==> config.mk <==
export PLATFORM = sky130hd
export DESIGN_NAME = bpf_outq
export DESIGN_NICKNAME = d
export VERILOG_FILES = /design/src/design/bpf_pkg.sv /design/src/design/bpf_outq.sv
export SDC_FILE = /design/constraint.sdc
export NUM_CORES = 1
export LEC_CHECK = 0
export ABC_AREA = 0
export BUFFER_PORTS_ARGS = -buffer_cell sky130_fd_sc_hd__buf_2
export CORE_MARGIN = 2
export CORE_UTILIZATION = 56
export DETAILED_ROUTE_END_ITERATION = 8
export HOLD_SLACK_MARGIN = 0.08
export PLACE_DENSITY = 0.84
export SLEW_MARGIN = 20
export SYNTH_ARGS = -nofsm -noshare
export SYNTH_HDL_FRONTEND = slang
export SYNTH_SLANG_ARGS = --single-unit
==> constraint.sdc <==
create_clock -name clk -period 11.25 [get_ports clk]
set_clock_uncertainty 0.2 [all_clocks]
set_input_delay 1.6875 -clock clk [delete_from_list [all_inputs] [get_ports clk]]
set_output_delay 1.6875 -clock clk [all_outputs]
set_load 0.005 [all_outputs]
==> src/design/bpf_pkg.sv <==
// bpf_pkg: shared types and constants of the Bezier path flattener.
// Used by bpf_front, bpf_eval, bpf_outq and bezier_path_flattener_core.
`timescale 1ns / 1ps
package bpf_pkg;

  localparam int SEGMENTS_DEF = 32;
  localparam int CW = 32;

  typedef enum logic [1:0] {
    FN_MOVE  = 2'd0,
    FN_LINE  = 2'd1,
    FN_QUAD  = 2'd2,
    FN_CUBIC = 2'd3
  } func_t;

  // classified command: control points and the final pen position
  typedef struct packed {
    func_t                 func;
    logic signed [CW-1:0]  p1x;
    logic signed [CW-1:0]  p1y;
    logic signed [CW-1:0]  p2x;
    logic signed [CW-1:0]  p2y;
    logic signed [CW-1:0]  p3x;
    logic signed [CW-1:0]  p3y;
    logic signed [CW-1:0]  ex;
    logic signed [CW-1:0]  ey;
  } cmd_t;

  typedef struct packed {
    logic signed [CW-1:0]  x;
    logic signed [CW-1:0]  y;
    logic                  brk;
    logic                  last;
  } vtx_t;

endpackage

==> src/design/bpf_outq.sv <==
// bpf_outq: two-word vertex queue between the evaluator and the result port.
// Depends on bpf_pkg.
`timescale 1ns / 1ps
module bpf_outq (
  input  logic          clk,
  input  logic          rst_n,
  input  logic          wr,
  input  bpf_pkg::vtx_t wdata,
  output logic          oq_full,
  output logic          empty,
  input  logic          pop,
  output bpf_pkg::vtx_t rdata
);

  bpf_pkg::vtx_t q_r [2];
  logic          wr_ptr_r, rd_ptr_r;
  logic [1:0]    cnt_r;
  logic          wr_en, rd_en;

  assign oq_full = (cnt_r == 2'd2);
  assign empty   = (cnt_r == 2'd0);
  assign rdata   = q_r[rd_ptr_r];
  assign wr_en   = wr && !oq_full;
  assign rd_en   = pop && !empty;

  always_ff @(posedge clk) begin
    if (wr_en) begin
      q_r[wr_ptr_r] <= wdata;
    end
  end

  always_ff @(posedge clk) begin
    if (!rst_n) begin
      wr_ptr_r <= 1'b0;
      rd_ptr_r <= 1'b0;
      cnt_r    <= 2'd0;
    end else begin
      if (wr_en) wr_ptr_r <= ~wr_ptr_r;
      if (rd_en) rd_ptr_r <= ~rd_ptr_r;
      cnt_r <= cnt_r + {1'b0, wr_en} - {1'b0, rd_en};
    end
  end

endmodule

==> impl_metrics.tcl, run 1 <==
set metrics [dict create \
    die_w_um 100 \
    hold_viol_final 0 \
    drive_gt1_share_pct 60.5 \
    syn-cell-area_mm2 0.00516 \
    first_iter_violations 96 \
    period_needed_ps 3880 \
    final_nets 456 \
    slowest_stage "dfxtp_4" \
    insertion_delay_ps 500 \
    yosysSeqAreaShare_pct 78.8 \
    tns_ps 0 \
    antenna_found_initial 0 \
    route.detailed.drc 0 \
    synth_top_area_share_pct 76.9 \
    hp-class "reg -> reg" \
    totalWireLength_um 8370 \
    grt_util_all_layers_pct 16.5 \
    cts_hold_buf 0 \
    post_cts_buffers 0 \
    avgSynthCellArea_um2 22.2 \
    drv_cap 0 \
    io_pins 138 \
    end_kind "output port" \
    ant_nets 0 \
    wl_met1_um 3550 \
    pwr_density_cell_mw_per_mm2 244 \
    ff_latch_area_mm2 0.00407 \
    crit_type "reg -> out" \
    finalPower_mw 1.60 \
    multi_input_area_mm2 0.00102 \
    final.period_utilization_pct 34.5 \
    grt_pass1_vias 2548 \
    routabilityCongestion 0.701 \
    maxSlewViolCount 0 \
    cts-buffers-inserted 17 \
    leakage_nw 2.59 \
    dp_hpwl_um 5420 \
    slew_headroom_pct 54.7 \
    viasPerCell 5.09 \
    initial_utilization_pct 56.9 \
    setup_slack_ps 7370 \
    cts.repair.resized 0 \
    max_freq_mhz 258 \
    wl_met2_um 4160 \
    synth_top_area_cell "edfxtp_1" \
    arrival_ps 2000 \
    rsz0062_at_grt "false" \
    vias 2586 \
    wl_per_cell_um 16.5 \
    cts_tree "yes" \
    cp-start-kind "flip-flop" \
    die_area_mm2 0.00999 \
    grt-ovfl-total 0 \
    wl_met3_um 594 \
    worst_slew_pin_slew_ps 679 \
    top_layer_used "met4" \
    std_cell_rows 35 \
    grt_pass1_wl_um 12400 \
    antenna_cells 0 \
    ir_drop_uv 125 \
    critPathMaxStageDelay_ps 660 \
    portBuffers 137 \
    cp_max_fo 38 \
    die_h_um 100 \
    synthTopCellsByArea "edfxtp_1, mux2_4, mux2_2" \
    core_mm2 0.00906 \
    place_ws_ps 7550 \
    synthCells 232 \
    finalSetupViolCount 0 \
    fin_util_pct 72.4 \
    cts_sinks 137 \
    fill_cells 563 \
    root_buffer "clkbuf_8" \
    synth_cell_types 18 \
    cts_buffer_depth 2 \
    status "finished, final reports clean" \
    ys_ff_latch 137 \
    synthToLayoutAreaGrowth_pct 27.2 \
    cp_data_required_time_ps 9360 \
    clk_pin_slew_ps 60 \
    yosysWarnings 0 \
    h-tree-depth 4 \
    path_cells "buf_16 > mux2_2 > buf_2" \
    syn_nets 304 \
    grt_max_degree 67 \
    firstDrtPassIters 4 \
]
==> per-stage QoR <==
step	std cells	hold WS, ps	instance area [µm²]
after floorplan	232	255	5160
after global placement	475	294	5940
after detailed placement	475	312	5940
after CTS	507	332	6530
after global routing	508	358	6560
final	508	326	6560
==> cells in the final DEF, fill, tap and decap left out, types with 3 or more instances in the layout <==
cell,synthesis,final
buf_2,2,137
edfxtp_1,132,132
mux2_4,40,40
mux2_2,26,26
clkbuf_16,0,16
nor2_1,5,4
dfxtp_1,5,4
inv_1,3,3
clkinv_2,0,3
bufinv_16,0,3
clkinvlp_4,0,3
inv_6,0,3
==> synth_stat cells, drive strengths merged <==
library cell	instances
edfxtp	132
buf	7
and2	2
mux2i	1
nand2	2
dfxtp	5
nor3	1
o21a	1
xnor2	1
inv	3
and3	1
xor2	1
ha	2
nor2	5
nand2b	2
mux2	66
==> report_power, final <==
part / internal [mW] / switching (mW) / leakage (nW)
sequential: 0.659 / 0.0417 / 1.27
clock: 0.339 / 0.202 / 0.282
combinational: 0.203 / 0.153 / 1.03
==> flip-flops by register name (all words and copies together) (netlist names), named ones only <==
signal    cells
wr_ptr_r      1
cnt_r         2
q_r         132
rd_ptr_r      1
==> cell type report <==
type	count	share of cell area, %
clock buffer	18	6.37
clock inverter	14	2.61
inverter	3	0.172
multi-input combinational	85	15.6
sequential	137	62.0
tap	111	2.12
timing repair buffer	140	11.1
==> metal layers <==
layer	global-route usage [%]	up-vias
met3	6.69	6
li1	-	1219
met4	5.69	0
met2	26.5	103
met1	20.7	1258
met5	0	-
==> worst paths after layout <==
kind                                       startpoint                   end  slack (ps)  cells past startpoint
worst max-delay path                        flip-flop              rdata[0]        7370                      3
worst min-delay path            rd_ptr_r$_SDFFE_PN0P_             flip-flop         330                      2
worst max register to register    cnt_r[0]$_SDFF_PN0_  q_r[0][57]$_DFFE_PP_        8750                      4
worst min register to register  rd_ptr_r$_SDFFE_PN0P_             flip-flop         330                      2
==> worst max-delay path: cells and delay by family (launching register included) <==
family,cells,cell delay [ps]
mux,1,390
buf+inv,2,440
flops,1,660
==> cell families (layout without fill, tap and decap cells) <==
kind of cell,count (synthesis),count (layout),share of synthesized area (%)
simple gates,13,13,1.21
compound gates,1,1,0.146
fa+ha+maj,2,2,0.485
xor+xnor,2,2,0.340
buf+inv,10,175,1.50
flops,137,137,78.8
mux,67,67,17.5
Power figures use the tool's default switching activity.
==> run 2, diff against run 1 <==
--- a/config.mk
+++ b/config.mk
@@ -8,10 +8,10 @@
 export ABC_AREA = 0
 export BUFFER_PORTS_ARGS = -buffer_cell sky130_fd_sc_hd__buf_2
 export CORE_MARGIN = 2
-export CORE_UTILIZATION = 56
+export CORE_UTILIZATION = 47
 export DETAILED_ROUTE_END_ITERATION = 8
 export HOLD_SLACK_MARGIN = 0.08
-export PLACE_DENSITY = 0.84
+export PLACE_DENSITY = 0.75
 export SLEW_MARGIN = 20
 export SYNTH_ARGS = -nofsm -noshare
 export SYNTH_HDL_FRONTEND = slang
==> constraint.sdc (replaced) <==
create_clock -name clk -period 3.1 [get_ports clk]
set_clock_uncertainty 0.2 [all_clocks]
set_input_delay 0.465 -clock clk [delete_from_list [all_inputs] [get_ports clk]]
set_output_delay 0.465 -clock clk [all_outputs]
set_load 0.005 [all_outputs]
==> run 2 against run 1 <==
  * Via count increased by 9.5%
  * Power increased to 3.6 times the previous value
  * Sequential share of layout area decreased by 5.7 points
  * Critical path type unchanged
  * Largest cell class unchanged
==> impl_metrics.tcl, run 2 (synthesis gave the netlist of run 1 again) <==
set metrics [dict create \
    hp-class "in -> reg" \
    grt_pass1_vias 3051 \
    first_iter_violations 127 \
    finalPower_mw 5.74 \
    cts_tree "yes" \
    wl_per_cell_um 15.7 \
    setup_slack_ps 661 \
    arrival_ps 1770 \
    insertion_delay_ps 500 \
    portBuffers 137 \
    antenna_found_initial 0 \
    largest_register "q_r" \
    largest_registers "q_r x132, cnt_r x2" \
    worst_slew_pin_slew_ps 908 \
    clk_pin_slew_ps 50 \
    critPathMaxStageDelay_ps 400 \
    cp_data_required_time_ps 2430 \
    crit_type "reg -> out" \
    place_ws_ps 1110 \
    routabilityCongestion 0.689 \
    hold_viol_final 0 \
    period_needed_ps 2440 \
    firstDrtPassIters 4 \
    rsz0062_at_grt "false" \
    final.period_utilization_pct 78.7 \
    grt_pass1_wl_um 14300 \
    die_area_mm2 0.0118 \
    totalWireLength_um 9480 \
    holdPathEnd "rd_ptr_r$_SDFFE_PN0P_" \
    vias 2831 \
    r2r_end "cnt_r[1]$_SDFF_PN0_" \
    hold_start "pop" \
    final_nets 524 \
    grt-ovfl-total 0 \
    max_freq_mhz 410 \
    critPathBufInv 2 \
    dp_hpwl_um 5490 \
    fin_area_mm2 0.00722 \
    fin_util_pct 66.9 \
    slowest_stage "mux2_2" \
    end_kind "output port" \
    crit_family "buffers and inverters" \
    initial_utilization_pct 47.8 \
    largest_reg_flops 132 \
    status "finished, final reports clean" \
    io_pins 138 \
    r2r_setup_slack_ps 1070 \
    leakage_nw 2.85 \
    core_mm2 0.0108 \
    dpl-instance-area_mm2 0.00601 \
    cp_max_fo 28 \
    final_cell_mix "buf_2, edfxtp_1, dlygate4sd3_1" \
    ir_drop_uv 463 \
    cts_buffer_depth 2 \
    ant_nets 0 \
    grt_max_degree 67 \
    drive_gt1_share_pct 50.5 \
    drv_cap 0 \
    r2r-start "cnt_r[0]$_SDFF_PN0_" \
    pwr_density_cell_mw_per_mm2 795 \
    path_cells "buf_4 > mux2_2 > buf_2" \
    std_cell_rows 38 \
    cp-start-kind "flip-flop" \
    worstHoldPathCells 4 \
    finalSetupViolCount 0 \
    tns_ps 0 \
    layout_commonest_cell "buf_2" \
    root_buffer "clkbuf_8" \
    cts.repair.resized 0 \
    route.detailed.drc 0 \
    slew_headroom_pct 39.5 \
    viasPerCell 4.68 \
    cts-buffers-inserted 17 \
    antenna_cells 0 \
    reg2reg_depth 8 \
    die_h_um 109 \
    die_w_um 109 \
    cts_sinks 137 \
    synthToLayoutAreaGrowth_pct 40.0 \
    maxSlewViolCount 0 \
    h-tree-depth 4 \
    grt_util_all_layers_pct 16.5 \
]
-- run 2: per-layer routing --
| layer | part of all wire (%) | global-route usage [%] | vias to the layer above |
|---|---|---|---|
| met5 | 0 | 0 | - |
| met4 | 0.90 | 6.41 | 0 |
| met1 | 39 | 17.5 | 1379 |
| li1 | - | - | 1349 |
| met3 | 5.3 | 5.44 | 9 |
| met2 | 55 | 30.2 | 94 |
-- run 2: power breakdown --
part | switching, mW | leakage (nW) | total [mW] | internal [mW]
sequential | 0.0887 | 1.27 | 2.48 | 2.39
combinational | 0.646 | 1.31 | 1.44 | 0.797
clock | 0.673 | 0.267 | 1.82 | 1.15
-- run 2: tightest hold or removal path: cells and delay by family --
family	cells	cell delay (ps)
compound gates	1	160
xor+xnor	1	90
buf+inv	1	80
simple gates	1	70
-- run 2: cell type report --
type | instances | area, µm²
fillers | 734 | 3570
well taps | 140 | 175
clock inverters | 4 | 45.0
clock buffers | 28 | 495
inverters | 3 | 11.3
flip-flops and latches | 137 | 4070
multi-input cells | 85 | 1030
repair buffers | 208 | 1400
-- run 2: timing repair --
item,CTS,global route
endpoints found under the setup margin,0,0
buffers inserted,0,0
hold endpoints to repair,137,0
hold buffers,67,0
-- run 2: how the worst max path moves through the flow --
stage / start / cells after the start / slack [ps] / end
2_1_floorplan: cnt_r[0]$_SDFF_PN0_ / 3 / 170 / q_r[0][0]$_DFFE_PP_
3_3_place_gp: wr / 2 / 1120 / q_r[1][26]$_DFFE_PP_
3_5_place_dp: wr / 2 / 1110 / q_r[1][28]$_DFFE_PP_
4_1_cts: flip-flop / 3 / 610 / rdata[9]
5_1_grt: flip-flop / 3 / 550 / rdata[9]
6_report: flip-flop / 3 / 660 / rdata[8]
-- run 2: stage by stage --
stage               instances  hold WS, ps
finish                    605          200
global route              605          202
CTS                       605          172
detailed placement        506          308
global placement          506          293
floorplan                 232          266
