$ cat config.mk
export PLATFORM = sky130hd
export DESIGN_NAME = bpf_front
export DESIGN_NICKNAME = d
export VERILOG_FILES = /design/src/design/bpf_pkg.sv /design/src/design/bpf_front.sv
export SDC_FILE = /design/constraint.sdc
export NUM_CORES = 1
export LEC_CHECK = 0
export BUFFER_PORTS_ARGS = -buffer_cell sky130_fd_sc_hd__buf_2
export CAP_MARGIN = 15
export CORE_MARGIN = 1.5
export CORE_UTILIZATION = 40
export DETAILED_ROUTE_END_ITERATION = 12
export GPL_ROUTABILITY_DRIVEN = 0
export PLACE_DENSITY = 0.7
export SETUP_SLACK_MARGIN = 0.05
export SYNTH_ARGS = -nofsm -noshare
export SYNTH_HDL_FRONTEND = slang
export SYNTH_SLANG_ARGS = --single-unit
$ cat constraint.sdc
create_clock -name clk -period 20.9 [get_ports clk]
set_input_delay 4.18 -clock clk [delete_from_list [all_inputs] [get_ports clk]]
set_output_delay 4.18 -clock clk [all_outputs]
set_load 0.05 [all_outputs]
$ cat src/design/bpf_pkg.sv
// bpf_pkg: shared types and constants of the Bezier path flattener.
// Used by bpf_front, bpf_eval, bpf_outq and bezier_path_flattener_core.
`timescale 1ns / 1ps
package bpf_pkg;

  localparam int SEGMENTS_DEF = 32;
  localparam int CW = 32;

  typedef enum logic [1:0] {
    FN_MOVE  = 2'd0,
    FN_LINE  = 2'd1,
    FN_QUAD  = 2'd2,
    FN_CUBIC = 2'd3
  } func_t;

  // classified command: control points and the final pen position
  typedef struct packed {
    func_t                 func;
    logic signed [CW-1:0]  p1x;
    logic signed [CW-1:0]  p1y;
    logic signed [CW-1:0]  p2x;
    logic signed [CW-1:0]  p2y;
    logic signed [CW-1:0]  p3x;
    logic signed [CW-1:0]  p3y;
    logic signed [CW-1:0]  ex;
    logic signed [CW-1:0]  ey;
  } cmd_t;

  typedef struct packed {
    logic signed [CW-1:0]  x;
    logic signed [CW-1:0]  y;
    logic                  brk;
    logic                  last;
  } vtx_t;

endpackage

$ cat src/design/bpf_front.sv
// bpf_front: accepts path commands, classifies them and holds them in a
// two-word command queue for the evaluator. Depends on bpf_pkg.
`timescale 1ns / 1ps
module bpf_front (
  input  logic                         clk,
  input  logic                         rst_n,
  input  logic                         push,
  output logic                         full,
  input  logic [1:0]                   in_func,
  input  logic signed [bpf_pkg::CW-1:0] in_ax,
  input  logic signed [bpf_pkg::CW-1:0] in_ay,
  input  logic signed [bpf_pkg::CW-1:0] in_bx,
  input  logic signed [bpf_pkg::CW-1:0] in_by,
  input  logic signed [bpf_pkg::CW-1:0] in_cx,
  input  logic signed [bpf_pkg::CW-1:0] in_cy,
  output logic                         cmd_valid,
  output bpf_pkg::cmd_t                cmd,
  input  logic                         cmd_take
);

  bpf_pkg::cmd_t cls;
  bpf_pkg::cmd_t q_r [2];
  logic          wr_ptr_r, rd_ptr_r;
  logic [1:0]    cnt_r;
  logic          wr_en, rd_en;

  always_comb begin
    cls.func = bpf_pkg::func_t'(in_func);
    cls.p1x  = in_ax;
    cls.p1y  = in_ay;
    cls.p2x  = in_bx;
    cls.p2y  = in_by;
    cls.p3x  = '0;
    cls.p3y  = '0;
    cls.ex   = in_ax;
    cls.ey   = in_ay;
    case (cls.func)
      bpf_pkg::FN_QUAD: begin
        cls.ex = in_bx;
        cls.ey = in_by;
      end
      bpf_pkg::FN_CUBIC: begin
        cls.p3x = in_cx;
        cls.p3y = in_cy;
        cls.ex  = in_cx;
        cls.ey  = in_cy;
      end
      default: begin
      end
    endcase
  end

  assign full      = (cnt_r == 2'd2);
  assign cmd_valid = (cnt_r != 2'd0);
  assign cmd       = q_r[rd_ptr_r];
  assign wr_en     = push && !full;
  assign rd_en     = cmd_take && cmd_valid;

  always_ff @(posedge clk) begin
    if (wr_en) begin
      q_r[wr_ptr_r] <= cls;
    end
  end

  always_ff @(posedge clk) begin
    if (!rst_n) begin
      wr_ptr_r <= 1'b0;
      rd_ptr_r <= 1'b0;
      cnt_r    <= 2'd0;
    end else begin
      if (wr_en) wr_ptr_r <= ~wr_ptr_r;
      if (rd_en) rd_ptr_r <= ~rd_ptr_r;
      cnt_r <= cnt_r + {1'b0, wr_en} - {1'b0, rd_en};
    end
  end

endmodule

==> results of run 1 <==
==> metal layers <==
| metal | global-route usage (%) | up-vias |
|---|---|---|
| li1 | - | 5272 |
| met1 | 20.6 | 5813 |
| met2 | 29.2 | 379 |
| met3 | 3.85 | 90 |
| met4 | 6.14 | 4 |
| met5 | 0 | - |
==> worst min path at each step <==
stage	depth (start not counted)	slack [ns]	start	end
4_1_cts	2	0.54	rd_ptr_r	flop
5_1_grt	2	0.57	wr_ptr_r	wr_ptr_r
3_5_place_dp	2	0.52	wr_ptr_r	wr_ptr_r
2_1_floorplan	2	0.45	wr_ptr_r	wr_ptr_r
6_report	2	0.53	rd_ptr_r	flop
3_3_place_gp	2	0.50	rd_ptr_r	rd_ptr_r
==> cells by family after synthesis <==
group / share of synthesized area (%)
flip-flops: 72.6
multiplexers: 20.1
AND/OR/NAND/NOR: 3.28
buffers and inverters: 2.38
AO/OA/AOI/OAI: 1.53
XOR/XNOR: 0.0815
adder cells (fa/ha/maj): 0.116
==> final cells by class <==
cell class,instances,area [µm²]
fill,4434,27000
sequential,521,15600
antenna,4,10.0
multi-input combinational,533,5400
timing repair buffer,470,2400
inverter,3,11.3
clock buffer,71,1440
clock inverter,24,141
tap,688,861
==> cells in the mapped netlist (all sizes together) (2+ instances only) <==
cell type | n | area, µm²
edfxtp | 516 | 15500
mux2 | 258 | 3660
nor2 | 68 | 255
and3 | 65 | 407
mux2i | 65 | 651
a21oi | 64 | 320
buf | 40 | 410
clkbuf | 24 | 90.1
dfxtp | 5 | 100
inv | 3 | 11.3
and2 | 2 | 12.5
ha | 2 | 25.0
nand2 | 2 | 7.51
nand2b | 2 | 12.5
==> flip-flops by register name (all words and copies together) (netlist names), named ones only <==
name,flops
wr_ptr_r,1
cnt_r,2
q_r,516
rd_ptr_r,1
==> worst register-to-register path, cell delays in order, from the launching register on <==
cell and delay, ns:
sky130_fd_sc_hd__dfxtp_1 0.36, sky130_fd_sc_hd__nand2b_1 0.17, sky130_fd_sc_hd__and3_4 0.75, sky130_fd_sc_hd__buf_4 0.90
sky130_fd_sc_hd__buf_4 0.91
==> through the flow <==
stage          worst slack [ns]  util, %  instances  total power [mW]
6_report                  12.69     48.9       2314              3.75
5_1_grt                   12.49     48.9       2313              3.88
4_1_cts                   12.63     48.9       2310              3.80
3_5_place_dp              13.26     45.9       2215              2.92
3_3_place_gp              13.36     45.9       2215              2.90
2_1_floorplan              5.06        -       1121              2.69
==> power groups by stage <==
stage	Clock, mW	Sequential (mW)	Combinational [mW]
global route	0.932	1.43	1.52
global placement	0	1.43	1.46
floorplan	0	1.47	1.22
detailed placement	0	1.44	1.47
CTS	0.897	1.42	1.48
finish	0.870	1.42	1.47
==> impl_metrics.ini, run 1 <==
[pwr]
power_density_nw_per_um2 = 145
netsw_mw = 1.47
power.sequential.fraction_pct = 37.8
power_share_of_the_clock_group_pct = 23.2
netSwitchingFraction_pct = 39.1
power.static_leakage_nw = 10.2
cell_internal_pwr_mw = 2.29
p_comb_share_pct = 39.1
vdd.ir_drop.worst_mv = 0.135

[timing]
final.setup.tns_ns = 0
timing.final.max_slew_violations = 0
timing_hold_violations_final = 0
fin_worst_hold_slack_ns = 0.530
unrepaired_setup_endpoints_after_global_routing = false
clock.fmax_ghz = 0.122
timing.final.crit_share_pct = 39.3
fin_worst_skew_ns = 0.0142
worstMarginPinSlew_ns = 1.03
final_period_minus_worst_setup_slack_ns = 8.21
report.final.setup_viol = 0
maxSlewHeadroom_pct = 31.2

[clock_network]
insertion_delay_ns = 0.57
cts_setup_buffers = 0
cts_tree = yes
number_of_buffers_created_by_cts = 53
clockBufferDepth = 3
h-tree-depth = 2
postCtsHoldBufs = 0
cts.root.buffer_cell = sky130_fd_sc_hd__clkbuf_16
postCtsResizedCells = 0
cts.sink_count = 521
clk_pin_slew_worst_paths_ns = 0.06

[routing]
vias_per_cell = 4.99
number_of_design_rule_violations_left_by_the_first_detailed_router_iteration = 698
routed_wire_length_per_instance_um = 20.8
drc_errors = 0
routedLengthMet1_mm = 19.4
met3_length_mm = 2.78
highest_metal_layer_with_signal_wires = met5
detail-route-antenna-nets = 0
routed_met2_length_mm = 24.5
vias = 11600
detail_route.first_pass.iterations = 5
wirelength_mm = 48.0

[synth]
synth-warning-count = 0
asyncSetResetFlopFracSynth_pct = 0
post_synth_num_cell_types = 23
synth-main-ff-cell = sky130_fd_sc_hd__edfxtp_1
synth_cells = 1121
postSynthNetCount = 1321
syn-mean-instance-area_um2 = 19.2
count_of_flip_flops_with_a_built_in_enable_after_synthesis = 516
synth-seq-area-share_pct = 72.6
syn_area_um2 = 21500
synth_seq_cells = 521

[setup_path]
worstSetupEndpointType = output port
critical_path_peak_fanout = 60
slowest_stage_delay_on_critical_path_ns = 0.92
crit_chain = buf_4, buf_4, mux2_2, buf_2
setup.worst_path.start_class = flop
criticalPathCategory = reg2out
timing.reg2reg.worst_path_depth = 4
cp_top_family = buffers and inverters
critical-path-slowest-cell = sky130_fd_sc_hd__buf_4
cp.required_ns = 16.72
r2r-end = q_r[1][182]
critical_path_cell_count = 4
r2r_setup_slack_ns = 17.36
critPathCapture = cmd[239]
critical_path_buf_inv_count = 3
crit_top_cell = sky130_fd_sc_hd__buf_4
rr_startpoint = cnt_r[0]
critical_path_arrival_ns = 4.03

[cells_and_area]
share_of_final_layout_standard_cells_stronger_than_drive_strength_1_pct = 49.3
synthesis_to_layout_area_growth_pct = 20.3
layout_common_cells = sky130_fd_sc_hd__edfxtp_1 (516), sky130_fd_sc_hd__buf_2 (455), sky130_fd_sc_hd__mux2_4 (201)
postLayoutCellArea_um2 = 25900
layout.cells.most_common = sky130_fd_sc_hd__edfxtp_1
final_net_count = 1782

[global_route]
overflow = 0
grt_pass1_vias = 12200
groute.usage.overall_pct = 16.9
pin_count_of_the_biggest_net_entering_global_routing = 103
number_of_antenna_violations_at_the_first_check_in_global_routing = 5
global_route_wire_length_before_repair_mm = 72.1

[worst_hold_path]
worst_hold_path_type = reg2reg

[floorplan]
die_w_um = 235
fp.coreArea_um2 = 52900
start_util_pct = 40.7
num_rows = 84
i_o_pin_total = 458
die-height_um = 235
die_area_um2 = 55100

[placed_design]
io_buffer_count = 457
dpl-instance-area_um2 = 24300
hpwl_mm = 31.6

[run]
timing.max_cap.violations = 0

[run_status]
status = finished clean
(Power assumes the default switching activity.)
==> run 2: changes to the inputs <==
--- a/config.mk
+++ b/config.mk
@@ -5,13 +5,14 @@
 export SDC_FILE = /design/constraint.sdc
 export NUM_CORES = 1
 export LEC_CHECK = 0
+export ABC_AREA = 1
 export BUFFER_PORTS_ARGS = -buffer_cell sky130_fd_sc_hd__buf_2
 export CAP_MARGIN = 15
 export CORE_MARGIN = 1.5
 export CORE_UTILIZATION = 40
 export DETAILED_ROUTE_END_ITERATION = 12
 export GPL_ROUTABILITY_DRIVEN = 0
-export PLACE_DENSITY = 0.7
+export PLACE_DENSITY = 0.72
 export SETUP_SLACK_MARGIN = 0.05
 export SYNTH_ARGS = -nofsm -noshare
 export SYNTH_HDL_FRONTEND = slang
==> constraint.sdc (replaced) <==
create_clock -name clk -period 7 [get_ports clk]
set_input_delay 1.4 -clock clk [delete_from_list [all_inputs] [get_ports clk]]
set_output_delay 1.4 -clock clk [all_outputs]
set_load 0.05 [all_outputs]
==> run 2 against run 1 <==
  * Synthesized area decreased by 1.8%
  * First-iteration DRC count decreased by 9.7%
  * Global-route usage decreased by 0.23 points
  * Power increased to 2.8 times the previous value
  * Sequential share of layout area increased by 0.30 points
  * Combinational power increased to 2.5 times the previous value
  * Wire length decreased by 2.1%
  * Count of clock-buffer cells in the layout increased by 6
  * Utilization increased by 0.25 points
  * Non-clock buffer count decreased by 3
  * Sequential power increased to 2.9 times the previous value
  * Critical path type unchanged
  * Critical endpoint is now cmd[250]
  * Largest power group is now sequential cells
==> impl_metrics.ini, run 2 <==
[run]
timing.max_cap.violations = 0

[clock_network]
cts_setup_buffers = 0
number_of_buffers_created_by_cts = 54
cts.sink_count = 521
postCtsHoldBufs = 0
h-tree-depth = 2
cts_tree = yes
insertion_delay_ns = 0.58
cts.root.buffer_cell = sky130_fd_sc_hd__clkbuf_16
clk_pin_slew_worst_paths_ns = 0.06
postCtsResizedCells = 0
clockBufferDepth = 3

[synth]
syn_area_um2 = 21100
synth_cells = 1184
postSynthNetCount = 1384
synth_seq_cells = 521
syn-mean-instance-area_um2 = 17.8
yosys.area.top_type = sky130_fd_sc_hd__edfxtp_1
yosys.area.top_type_share_pct = 73.4
synth-seq-area-share_pct = 73.9
asyncSetResetFlopFracSynth_pct = 0
count_of_flip_flops_with_a_built_in_enable_after_synthesis = 516
synth_top_cells_by_area = sky130_fd_sc_hd__edfxtp_1 (73%), sky130_fd_sc_hd__mux2_4 (14%), sky130_fd_sc_hd__nand2_1 (3.6%)
commonest_cells_in_the_synthesized_netlist = sky130_fd_sc_hd__edfxtp_1 (516), sky130_fd_sc_hd__nand2_1 (202), sky130_fd_sc_hd__mux2_4 (201), sky130_fd_sc_hd__inv_1 (74), sky130_fd_sc_hd__nand3_1 (67)
post_synth_num_cell_types = 15
synth-warning-count = 0
synth-main-ff-cell = sky130_fd_sc_hd__edfxtp_1
yosys.cell_count.top_type = sky130_fd_sc_hd__edfxtp_1

[pwr]
vdd.ir_drop.worst_mv = 0.385
power.sequential.fraction_pct = 39.1
power_density_nw_per_um2 = 412
netsw_mw = 3.92
power.static_leakage_nw = 10.5
cell_internal_pwr_mw = 6.69
netSwitchingFraction_pct = 36.9
total_power_mw = 10.6
power_share_of_the_clock_group_pct = 25.8
p_comb_share_pct = 35.1

[timing]
timing.final.max_slew_violations = 0
final.setup.tns_ns = 0
timing_hold_violations_final = 0
setup_slack_ns = 2.66
unrepaired_setup_endpoints_after_global_routing = false
report.final.setup_viol = 0
timing.final.crit_share_pct = 62.0
maxSlewHeadroom_pct = 31.7
clock.fmax_ghz = 0.230
final_period_minus_worst_setup_slack_ns = 4.34
fin_worst_skew_ns = 0.0164
worstMarginPinSlew_ns = 1.02

[routing]
number_of_design_rule_violations_left_by_the_first_detailed_router_iteration = 630
detail_route.first_pass.iterations = 5
wirelength_mm = 47.0
vias = 11600
drc_errors = 0
routed_wire_length_per_instance_um = 19.6
vias_per_cell = 4.85
detail-route-antenna-nets = 0

[worst_hold_path]
worst_hold_path_type = reg2reg

[setup_path]
worstSetupEndpointType = output port
crit_chain = buf_12, mux2_2, buf_2
r2r-end = q_r[1][250]
cp.required_ns = 5.60
critical_path_arrival_ns = 2.94
r2r_setup_slack_ns = 5.01
slowest_stage_delay_on_critical_path_ns = 0.96
timing.reg2reg.worst_path_depth = 5
rr_startpoint = cnt_r[0]
critical-path-slowest-cell = sky130_fd_sc_hd__dfxtp_4
critPathCapture = cmd[250]
critical_path_peak_fanout = 87
criticalPathCategory = reg2out
setup.worst_path.start_class = flop

[run_status]
status = finished clean

[floorplan]
fp.coreArea_um2 = 52300
die_area_um2 = 54200
die_w_um = 233
die-height_um = 233
num_rows = 84
i_o_pin_total = 458
start_util_pct = 40.3

[global_route]
overflow = 0
groute.usage.overall_pct = 16.6
global_route_wire_length_before_repair_mm = 68.4
grt_pass1_vias = 12100
number_of_antenna_violations_at_the_first_check_in_global_routing = 10
pin_count_of_the_biggest_net_entering_global_routing = 138

[placed_design]
io_buffer_count = 457
hpwl_mm = 30.4
place_ws_ns = 3.24

[cells_and_area]
largestRegisters = q_r: 516 flops, cnt_r: 2 flops
top_register = q_r
multi_input_area_um2 = 4840
share_of_final_layout_standard_cells_stronger_than_drive_strength_1_pct = 47.1
layout_common_cells = sky130_fd_sc_hd__edfxtp_1 (516), sky130_fd_sc_hd__buf_2 (457), sky130_fd_sc_hd__nand2_1 (202)
final_net_count = 1859
layout.cells.most_common = sky130_fd_sc_hd__edfxtp_1
seq_area_um2 = 15600
n_fill_cell = 4429
synthesis_to_layout_area_growth_pct = 21.9
max_reg_flops = 516
[run 2: worst min path at each step]
stage,start,end,slack (ns),cells after the start
4_1_cts,rd_ptr_r,flop,0.52,2
6_report,rd_ptr_r,flop,0.50,2
5_1_grt,rd_ptr_r,flop,0.55,2
3_3_place_gp,rd_ptr_r,rd_ptr_r,0.48,2
2_1_floorplan,rd_ptr_r,flop,0.47,2
3_5_place_dp,rd_ptr_r,flop,0.51,2
[run 2: layout make-up]
type | instances | area share, %
flip-flops and latches | 521 | 60.6
multi-input cells | 540 | 18.8
repair buffers | 467 | 9.47
clock buffers | 77 | 5.84
well taps | 688 | 3.35
inverters | 75 | 1.11
clock inverters | 22 | 0.729
diodes | 8 | 0.0778
[run 2: metrics by stage]
| stage | instance area, µm² | instances | hold slack (ns) | utilization, % |
|---|---|---|---|---|
| 2_1_floorplan | 21100 | 1184 | 0.467 | - |
| 3_3_place_gp | 24000 | 2291 | 0.483 | 45.9 |
| 3_5_place_dp | 24000 | 2291 | 0.507 | 45.9 |
| 4_1_cts | 25700 | 2390 | 0.517 | 49.1 |
| 5_1_grt | 25700 | 2396 | 0.553 | 49.1 |
| 6_report | 25700 | 2398 | 0.503 | 49.2 |
[run 2: critical path, delay by kind of cell, from the launching register on]
family,cells,cell delay (ns)
multiplexers,1,0.41
flip-flops,1,0.96
buffers and inverters,2,0.69
[run 2: per-layer routing]
metal  GRT usage [%]  routed length, µm  vias to the layer above
li1                -                  -                     5316
met1            19.4              18200                     5784
met2            28.6              23800                      420
met3            4.33               3340                      100
met4            7.58               1600                        6
met5               0                 45                        -
[run 2: power by group through the flow]
stage | sequential, mW | combinational [mW] | clock, mW
floorplan | 4.18 | 3.08 | 0
global placement | 4.18 | 3.73 | 0
detailed placement | 4.21 | 3.75 | 0
CTS | 4.15 | 3.76 | 2.81
global route | 4.18 | 3.88 | 2.92
finish | 4.15 | 3.73 | 2.74
[run 2: cells by family (layout without fill, tap and decap cells)]
group / after synthesis / after routing / share of synthesized area, %
mux: 258 / 258 / 17.3
other cells: 0 / 8 / 0
simple gates: 278 / 278 / 5.35
buf+inv: 123 / 641 / 3.28
compound gates: 2 / 2 / 0.0474
flops: 521 / 521 / 73.9
fa+ha+maj: 2 / 2 / 0.119
